## src/sv/mono_page_framebuffer_defines.svh

```systemverilog
// Assertion macros for the page-layout mono frame buffer.
// Depends on nothing; expects clk and rst in the scope of each use.
`ifndef MONO_PAGE_FRAMEBUFFER_DEFINES_SVH
`define MONO_PAGE_FRAMEBUFFER_DEFINES_SVH

`ifndef ASSERT_OFF
`define MPF_ASSERT_IMP(lbl, a, b) \
  lbl: assert property (@(posedge clk) disable iff (rst) (a) |-> (b)) \
    else $error("mpf assertion failed");
`define MPF_ASSERT_NXT(lbl, a, b) \
  lbl: assert property (@(posedge clk) disable iff (rst) (a) |=> (b)) \
    else $error("mpf assertion failed");
`else
`define MPF_ASSERT_IMP(lbl, a, b)
`define MPF_ASSERT_NXT(lbl, a, b)
`endif

`endif

```

## src/sv/mpf_pkg.sv

```systemverilog
// Shared types and constants of the page-layout mono frame buffer.
// Depends on nothing.
package mpf_pkg;

  localparam int SCREEN_W_DEF = 128;
  localparam int SCREEN_H_DEF = 64;
  localparam int CMD_LEN      = 3;

  localparam logic [7:0] CMD_PAGE_BASE = 8'hB0;
  localparam logic [7:0] CMD_COL_LOW   = 8'h00;
  localparam logic [7:0] CMD_COL_HIGH  = 8'h10;
  localparam logic [7:0] PIXEL_PATTERN = 8'h80;
  localparam logic [7:0] FULL_BYTE     = 8'hFF;
  localparam logic [3:0] PIXEL_COUNT   = 4'd1;

  typedef enum logic [1:0] {
    OP_PIXEL  = 2'd0,
    OP_FILL   = 2'd1,
    OP_BITMAP = 2'd2,
    OP_FLUSH  = 2'd3
  } op_t;

  typedef struct packed {
    logic       is_command;
    logic [7:0] cmd_byte;
    logic       frame_end;
  } flush_info_t;

endpackage

```

## src/sv/mpf_flush.sv

```systemverilog
// Panel stream sequencer: page and position counters, command bytes, data address.
// Depends on mpf_pkg and mono_page_framebuffer_defines.svh.
`include "mono_page_framebuffer_defines.svh"

module mpf_flush #(
  parameter int SCREEN_W   = mpf_pkg::SCREEN_W_DEF,
  parameter int PAGE_COUNT = (mpf_pkg::SCREEN_H_DEF + 7) / 8,
  parameter int AW         = $clog2(SCREEN_W * PAGE_COUNT)
) (
  input  logic                clk,
  input  logic                rst,
  input  logic                advance,
  output mpf_pkg::flush_info_t info,
  output logic [AW-1:0]       addr
);

  localparam logic [7:0] POS_LAST  = 8'(SCREEN_W + mpf_pkg::CMD_LEN - 1);
  localparam logic [2:0] PAGE_LAST = 3'(PAGE_COUNT - 1);
  localparam logic [7:0] DATA_OFS  = 8'(mpf_pkg::CMD_LEN);

  logic [2:0] page;
  logic [7:0] pos;
  logic       pos_wrap;
  logic [AW-1:0] page_base;

  assign pos_wrap  = (pos == POS_LAST);
  assign page_base = AW'(page * SCREEN_W);
  assign addr      = page_base + AW'(pos - DATA_OFS);

  always_comb begin
    info.is_command = 1'b1;
    info.frame_end  = 1'b0;
    unique case (pos)
      8'd0:    info.cmd_byte = mpf_pkg::CMD_PAGE_BASE + {5'b0, page};
      8'd1:    info.cmd_byte = mpf_pkg::CMD_COL_LOW;
      8'd2:    info.cmd_byte = mpf_pkg::CMD_COL_HIGH;
      default: begin
        info.cmd_byte   = mpf_pkg::CMD_COL_LOW;
        info.is_command = 1'b0;
        info.frame_end  = pos_wrap && (page == PAGE_LAST);
      end
    endcase
  end

  always_ff @(posedge clk) begin
    if (rst) begin
      page <= 3'd0;
      pos  <= 8'd0;
    end else if (advance) begin
      if (pos_wrap) begin
        pos  <= 8'd0;
        page <= (page == PAGE_LAST) ? 3'd0 : page + 3'd1;
      end else begin
        pos <= pos + 8'd1;
      end
    end
  end

  `MPF_ASSERT_IMP(a_pos_range, 1'b1, pos <= POS_LAST && page <= PAGE_LAST)
  `MPF_ASSERT_NXT(a_frame_wrap, advance && info.frame_end, page == 3'd0 && pos == 8'd0)
  `MPF_ASSERT_NXT(a_hold, !advance, $stable(pos) && $stable(page))

endmodule

```

## config.mk

```make
export PLATFORM = sky130hd
export DESIGN_NAME = mpf_flush
export DESIGN_NICKNAME = d
export VERILOG_FILES = /design/src/sv/mpf_pkg.sv /design/src/sv/mpf_flush.sv
export VERILOG_INCLUDE_DIRS = /design/src /design/src/sv
export SDC_FILE = /design/constraint.sdc
export NUM_CORES = 1
export LEC_CHECK = 0
export BUFFER_PORTS_ARGS = -buffer_cell sky130_fd_sc_hd__buf_2
export CORE_ASPECT_RATIO = 0.9
export CORE_UTILIZATION = 45
export CTS_CLUSTER_DIAMETER = 150
export DETAILED_ROUTE_END_ITERATION = 8
export PLACE_DENSITY = 0.7
export SLEW_MARGIN = 10
export SYNTH_ARGS = -nofsm -noshare
export SYNTH_HDL_FRONTEND = slang
export SYNTH_SLANG_ARGS = --single-unit
```

## constraint.sdc

```tcl
create_clock -name clk -period 6.45 [get_ports clk]
set_input_delay 0.3225 -clock clk [delete_from_list [all_inputs] [get_ports clk]]
set_output_delay 0.3225 -clock clk [all_outputs]
set_load 0.01 [all_outputs]
```

==> results of run 1 <==
[placed cells by master, fill, tap and decap left out, types with 3 or more instances in the layout]
| cell type | netlist | layout |
|---|---|---|
| a21oi_1 | 7 | 7 |
| and3_1 | 3 | 3 |
| buf_2 | 2 | 20 |
| clkbuf_4 | 0 | 3 |
| dfxtp_1 | 11 | 11 |
| ha_1 | 7 | 7 |
| inv_1 | 6 | 6 |
| nand2_1 | 3 | 3 |
| nand3_1 | 3 | 3 |
| nand4_1 | 4 | 4 |
| nor2_1 | 6 | 6 |
| o21ai_0 | 5 | 5 |
| xnor2_1 | 3 | 3 |
| xor2_1 | 9 | 9 |
[routing by layer]
metal | wire (um) | up-vias | global-route usage, %
li1 | - | 371 | -
met1 | 762 | 314 | 26.0
met2 | 744 | 26 | 26.8
met3 | 103 | 2 | 6.38
met4 | 19 | 0 | 8.33
met5 | 0 | - | 0
[power by group through the flow]
stage	clock network (mW)	registers, mW	logic, mW
6_report	0.0488	0.0726	0.0309
5_1_grt	0.0535	0.0731	0.0347
4_1_cts	0.0507	0.0725	0.0312
3_5_place_dp	0	0.0741	0.0311
3_3_place_gp	0	0.0742	0.0307
2_1_floorplan	0	0.0722	0.0252
[critical path, stage by stage (launching register included)]
cell and delay, ns:
dfxtp_1 0.40, or4_4 0.60, a211oi_1 0.27, xor2_1 0.19
ha_1 0.16, inv_1 0.05, fa_1 0.37, xor2_1 0.16
xnor2_1 0.12, buf_2 0.14
[layout make-up]
cell class / instances / area [um2] / area share [%]
inverters: 6 / 22.5 / 2.42
flip-flops and latches: 11 / 220 / 23.7
multi-input cells: 73 / 532 / 57.1
well taps: 24 / 30.0 / 3.23
clock buffers: 4 / 26.3 / 2.82
repair buffers: 20 / 100 / 10.8
[metrics by stage]
stage	hold WS [ns]	power, mW	instances	instance area [um2]
global placement	0.527	0.105	134	905
detailed placement	0.524	0.105	134	905
floorplan	0.392	0.0974	101	845
CTS	0.242	0.154	138	931
finish	0.249	0.152	138	931
global route	0.250	0.161	138	931
[kinds of logic after synthesis]
logic type                 synth area share (%)
AOI/OAI and AO/OA                          11.8
xor gates and xnor gates                   12.5
adders and majority gates                  12.8
buffers and inverters                      11.0
DFF                                        26.2
muxes                                      1.19
other                                     0.446
and+or+nand+nor                            24.1
[sequential cells by signal, summed over array words and instances, names as in the netlist]
signal and cells:
pos 8, page 3
[worst paths after layout]
check / end / slack, ns
worst max-delay path: addr[9] / 3.39
worst min register to register: page[1]$_SDFFE_PP0P_ / 0.54
worst min-delay path: page[2]$_SDFFE_PP0P_ / 0.25
worst max register to register: page[0]$_SDFFE_PP0P_ / 4.75
==> flow_summary.ini, run 1 <==
[status]
outcome = complete, no violations

[floorplan]
rows = 14
core_area_mm2 = 0.00172
pin_count = 23
die_area_mm2 = 0.00205
fp.dieH_um = 43.0
die_w_um = 47.6
start_util_pct = 49.0

[min_path]
hp-start = rst
whs_path_depth = 2
hold_class = input port to flop

[detailed_routing]
drt_iter0_drc = 12
drc_errors = 0
vias_per_cell = 5.17
routed_wl_um = 1630
antenna_left = 0
first_pass_iters = 4
wl_per_cell_um = 11.8
vias = 713

[job]
cap_violations = 0

[clock_tree]
cts_resized = 0
post-cts-setup-buffer-count = 0
htree_levels = 1
cts_tree = done
clock_latency_ns = 0.28
cts_hold_buf = 0
cts_buffer_depth = 2
cts_sinks = 11
clk_pin_slew_worst_paths_ns = 0.07
cts_made_buffers = 3
root_buffer = clkbuf_4

[worst_setup_path]
cp.arrival_ns = 2.74
critPathRequiredTime_ns = 6.13
rr_worst_depth = 3
worstSetupStartpoint = pos[2]$_SDFFE_PP0P_
critPathKind = flop to output port
rr_startpoint = pos[2]$_SDFFE_PP0P_
end_kind = output port
path_max_fanout = 9
cp-start-kind = flop

[yosys]
synth_warnings = 0
yosys.area.top_type_share_pct = 26.2
ys_ff_latch = 11
synth_edf_count = 0
syn_area_per_cell_um2 = 8.41
synthArstFlopShare_pct = 0
synth.most_common_cell = dfxtp_1
synth_common_cells = 11 x dfxtp_1, 9 x xor2_1, 7 x a21oi_1, 7 x ha_1
ys_seq_area_share_pct = 26.2
synth_cell_types = 35
post-synth-top-area-cell = dfxtp_1
synth_flop_cell = dfxtp_1
synthCells = 100
synth_area_um2 = 841
ys_top_cells_by_area = dfxtp_1 26%, ha_1 10%, xor2_1 9.4%

[placed_design]
port_buffers = 20
pre_cts_ws_ns = 3.67
place_hpwl_um = 1190
place_congestion = 0.859

[finish]
drive_gt1_share_pct = 22.8
n_antenna_cell = 0
fin_nets = 126
final_util_pct = 54.2
nFillCells = 178
syn2layout_area_growth_pct = 10.7

[pwr]
combPwrFrac_pct = 20.3
sw_frac_of_total_pct = 29.8
p_int_uw = 107
pwr-share-clk_pct = 32.0
total_leakage_power_nw = 0.391
p_switching_uw = 45.4
pwr-share-seq_pct = 47.7
max-vdd-ir-drop_uv = 94.1
powerDensity_mw_per_mm2 = 164

[sta]
setup_viol = 0
fin_skew_ns = 0.00117
finalMaxSlewViolations = 0
fmax_mhz = 327
slew-limit-headroom_pct = 66.3
layout_setup_ws_ns = 3.39
finalCriticalPeriod_ns = 3.06
worstMarginPinSlew_ns = 0.502
period_share_pct = 47.4
hold_viol = 0
setup_tns_ns = 0
rsz0062_at_grt = no

[global_route]
grt_max_degree = 11
grt_pass1_vias = 615
antenna_found_initial = 0
grt_first_pass_wirelength_um = 2750
grt-ovfl-total = 0
grtUsageTotal_pct = 19.1
(Power assumes the default switching activity.)
==> run 2: changes to the inputs <==
Settings changed: ABC_AREA from default to 1.
Clock period 6.45 ns to 2.9 ns, I/O delays scaled along.
==> run 2 against run 1 <==
Compared with the run above: register-to-register slack got worse by 3.2 ns; global-route usage is 0.43 points lower; non-clock buffer count stayed put; via count is 10% higher.
==> flow_summary.ini, run 2 <==
[placed_design]
port_buffers = 20
dp_cells = 164
pre_cts_ws_ns = 0.732
place_congestion = 0.790
place_hpwl_um = 1400

[worst_setup_path]
rr_worst_depth = 7
reg2reg_to = pos[2]$_SDFFE_PP0P_
slowest_delay_ns = 0.39
cp_slowest_cell = dfxtp_1
cp.arrival_ns = 2.28
path_max_fanout = 6
cpMostUsedCell = xor2_1
path_cells = nor2_4 > nand3_1 > nor2_1 > xor2_1 > ha_1 > inv_1 > fa_1 > xor2_1 > xor2_1 > buf_2
rr_startpoint = pos[0]$_SDFFE_PP0P_
critPathRequiredTime_ns = 2.76
critPathKind = flop to output port
path_buf_inv = 2
end_kind = output port
critPathTopFamily = adder cells
cp-start-kind = flop
worstSetupStartpoint = pos[2]$_SDFFE_PP0P_
regToRegSetupSlack_ns = 1.57

[clock_tree]
htree_levels = 1
cts_sinks = 11
cts_made_buffers = 3
cts_tree = done
cts_hold_buf = 0
cts_buffer_depth = 2
cts_resized = 0
clock_latency_ns = 0.26
post-cts-setup-buffer-count = 0
root_buffer = clkbuf_4
clk_pin_slew_worst_paths_ns = 0.07

[pwr]
combPwrFrac_pct = 25.2
max-vdd-ir-drop_uv = 199
p_int_uw = 241
pwr-share-seq_pct = 45.4
sw_frac_of_total_pct = 31.4
total_leakage_power_nw = 0.482
pwr-share-clk_pct = 29.5
powerDensity_mw_per_mm2 = 344
p_switching_uw = 110

[detailed_routing]
vias_per_cell = 4.68
routed_wl_um = 1690
vias = 787
drt_iter0_drc = 23
first_pass_iters = 4
antenna_left = 0
wl_per_cell_um = 10.1
drc_errors = 0

[yosys]
synth_common_cells = 21 x nor2_1, 20 x nand2_1, 19 x inv_1, 11 x dfxtp_1
synth_cell_types = 22
ys_seq_area_share_pct = 24.7
synth_warnings = 0
synthCells = 123
synth_edf_count = 0
syn_area_per_cell_um2 = 7.24
synthArstFlopShare_pct = 0
synth_flop_cell = dfxtp_1
ys_ff_latch = 11
synth.most_common_cell = nor2_1
synth_area_um2 = 891
ys_top_cells_by_area = dfxtp_1 25%, ha_1 9.8%, nor2_1 8.8%
yosys.area.top_type_share_pct = 24.7
post-synth-top-area-cell = dfxtp_1

[min_path]
holdPathEnd = pos[5]$_SDFFE_PP0P_
whs_path_depth = 2
hp-start = rst
hold_class = input port to flop

[global_route]
grt_max_degree = 12
grtUsageTotal_pct = 18.7
grt_pass1_vias = 769
antenna_found_initial = 0
grt-ovfl-total = 0
grt_first_pass_wirelength_um = 3130

[finish]
top_register = pos
n_antenna_cell = 0
final_cell_mix = 21 x nor2_1, 20 x nand2_1, 20 x buf_2, 19 x inv_1, 11 x dfxtp_1
layout.cells.non_filler = 168
nFillCells = 190
fin_nets = 156
largestRegisters = pos: 8 flops, page: 3 flops
drive_gt1_share_pct = 23.6
final_common_cell = nor2_1
syn2layout_area_growth_pct = 14.6
largest_register_ffs = 8

[job]
cap_violations = 0

[sta]
setup_tns_ns = 0
fin_skew_ns = 0.000663
period_share_pct = 83.5
finalMaxSlewViolations = 0
fmax_mhz = 413
hold_viol = 0
rsz0062_at_grt = no
setup_viol = 0
layout_setup_ws_ns = 0.479
finalCriticalPeriod_ns = 2.42

[floorplan]
die_w_um = 48.9
core_area_mm2 = 0.00177
fp.dieH_um = 44.2
pin_count = 23
rows = 14
die_area_mm2 = 0.00216
start_util_pct = 50.4

[status]
outcome = complete, no violations
run 2: power groups by stage:
stage	sequential [mW]	clock, mW	combinational (mW)
2_1_floorplan	0.162	0	0.0645
3_3_place_gp	0.162	0	0.0877
3_5_place_dp	0.163	0	0.0894
4_1_cts	0.159	0.107	0.0897
5_1_grt	0.160	0.116	0.100
6_report	0.159	0.103	0.0883
run 2: kinds of logic after synthesis:
kind of cell,Yosys count,share of synthesized area [%]
DFF,11,24.7
xor gates and xnor gates,8,7.87
adders and majority gates,8,12.1
AOI/OAI and AO/OA,9,5.05
and+or+nand+nor,63,38.5
other,1,0.421
buffers and inverters,23,11.4
run 2: worst max path at each step:
| stage | end | slack (ns) | cells past startpoint |
|---|---|---|---|
| 3_3_place_gp | addr[9] | 0.82 | 10 |
| 5_1_grt | addr[9] | 0.27 | 10 |
| 4_1_cts | addr[9] | 0.44 | 10 |
| 3_5_place_dp | addr[9] | 0.73 | 10 |
| 2_1_floorplan | addr[9] | 0.91 | 9 |
| 6_report | addr[9] | 0.48 | 10 |
run 2: through the flow:
step | util [%] | total power [mW] | hold WS (ns) | area, um2
floorplan | - | 0.226 | 0.214 | 895
global placement | 56.2 | 0.250 | 0.390 | 995
detailed placement | 56.2 | 0.252 | 0.390 | 995
CTS | 57.7 | 0.356 | 0.105 | 1020
global route | 57.7 | 0.376 | 0.112 | 1020
finish | 57.7 | 0.351 | 0.115 | 1020
run 2: layer usage:
layer / vias up / global-route usage [%] / routed length (um)
met3: 2 / 2.41 / 65
li1: 416 / - / -
met4: 0 / 7.06 / 10
met1: 347 / 23.8 / 861
met5: - / 0 / 0
met2: 22 / 32.8 / 755
run 2: layout make-up:
type	instances	area [um2]	share of cell area, %
repair buffers	20	100	9.80
inverters	19	71.3	6.99
multi-input cells	90	573	56.1
flip-flops and latches	11	220	21.6
clock buffers	4	26.3	2.57
well taps	24	30.0	2.94
==> run 3: changes to the inputs <==
Clock period 2.9 ns to 2.3 ns, I/O delays scaled along.
==> run 3 against run 2 <==
Compared with the run above: non-clock buffer count increased by 6; clock-buffer cell count unchanged; power increased by 29%; final area increased by 7.2%; sequential cell count unchanged; utilization increased by 4.2 points; sequential share of layout area decreased by 0.20 points; global-route usage increased by 0.54 points; combinational power increased by 36%; die area unchanged.
==> flow_summary.ini, run 3 (synthesis results as in run 2) <==
[finish]
multiInputGateArea_um2 = 588
drive_gt1_share_pct = 33.3
final_cell_mix = 20 x nor2_1, 20 x buf_2, 19 x inv_1, 19 x nand2_1, 7 x xor2_1
layout.cells.non_filler = 174
nFillCells = 172
largest_register_ffs = 8
largestRegisters = pos: 8 flops, page: 3 flops
final-seq-area_um2 = 234
final_util_pct = 61.9
fin_nets = 162
n_antenna_cell = 0
top_register = pos
syn2layout_area_growth_pct = 22.9

[pwr]
powerDensity_mw_per_mm2 = 413
max-vdd-ir-drop_uv = 292
total_leakage_power_nw = 0.519

[global_route]
antenna_found_initial = 0
grt_max_degree = 12
grt_first_pass_wirelength_um = 3090
grt-ovfl-total = 0
grt_pass1_vias = 742
grtUsageTotal_pct = 19.2

[sta]
finalCriticalPeriod_ns = 2.24
period_share_pct = 97.4
setup_tns_ns = 0
fmax_mhz = 446
rsz0062_at_grt = yes
hold_ws_ns = 0.0683
hold_viol = 0
fin_skew_ns = 0.000760
setup_viol = 0
finalMaxSlewViolations = 0

[placed_design]
place_congestion = 0.790
port_buffers = 20
dp_cells = 164
place_hpwl_um = 1390

[clock_tree]
clock_latency_ns = 0.27
clk_pin_slew_worst_paths_ns = 0.07
root_buffer = clkbuf_4
cts_tree = done
cts_buffer_depth = 2
cts_sinks = 11
htree_levels = 1
cts_made_buffers = 3
cts_hold_buf = 0

[detailed_routing]
antenna_left = 0
vias_per_cell = 4.66
drc_errors = 0
drt_iter0_drc = 28
routed_wl_um = 1860
first_pass_iters = 4
vias = 811
wl_per_cell_um = 10.7

[worst_setup_path]
worstSetupStartpoint = pos[4]$_SDFFE_PP0P_
cp.arrival_ns = 2.13
end_kind = output port
critPathKind = flop to output port
critPathRequiredTime_ns = 2.18
path_max_fanout = 2
rr_startpoint = pos[0]$_SDFFE_PP0P_
cp-start-kind = flop

[min_path]
hp-start = rst
hold_class = input port to flop

[status]
outcome = complete, no violations

[floorplan]
core_area_mm2 = 0.00177
fp.dieH_um = 44.2
pin_count = 23
start_util_pct = 50.4
die_w_um = 48.9
die_area_mm2 = 0.00216
rows = 14

[job]
cap_violations = 0
[run 3: worst max-delay path, stage by stage (launching register included)]
cell	delay, ns
dfxtp_4	0.36
nor2_4	0.11
nand3_2	0.10
nor2_2	0.10
xor2_1	0.17
ha_2	0.18
inv_1	0.04
fa_2	0.33
xor2_1	0.16
xor2_1	0.16
buf_2	0.15
[run 3: timing repair]
action / 4_1_cts / 5_1_grt
gates cloned: 0 / 0
pin swaps: 5 / 3
resized for setup: 12 / 1
setup endpoints to repair: 1 / 1
buffers inserted: 5 / 1
[run 3: stage by stage]
step / total power [mW] / setup WS, ns / cell area (um2)
floorplan: 0.285 / 0.344 / 895
global placement: 0.315 / 0.247 / 995
detailed placement: 0.318 / 0.175 / 995
CTS: 0.458 / 0.0224 / 1080
global route: 0.482 / -0.112 / 1090
finish: 0.452 / 0.0593 / 1090
[run 3: final timing paths]
kind                                             to  slack, ns  cells after the start
worst min register to register  pos[5]$_SDFFE_PP0P_       0.50                      2
worst max register to register  pos[2]$_SDFFE_PP0P_       1.01                      7
worst max-delay path                        addr[9]       0.06                     10
worst min-delay path            pos[5]$_SDFFE_PP0P_       0.07                      2
[run 3: power by group]
group,switching (mW),total [mW],internal (mW)
logic,0.0733,0.120,0.0466
registers,0.00542,0.198,0.192
clock network,0.0674,0.135,0.0672
total,0.146,0.452,0.306
[run 3: final cells by class]
type                       instances  area share, %
inverter                          19           6.51
sequential                        11           21.4
multi-input combinational         90           53.7
timing repair buffer              26           13.3
clock buffer                       4           2.40
tap                               24           2.74
[run 3: layer usage]
layer	vias to the layer above	GRT usage, %	routed length (um)
met5	-	0	0
met4	0	7.06	17
met1	351	22.3	865
li1	430	-	-
met2	28	34.2	857
met3	2	5.50	117
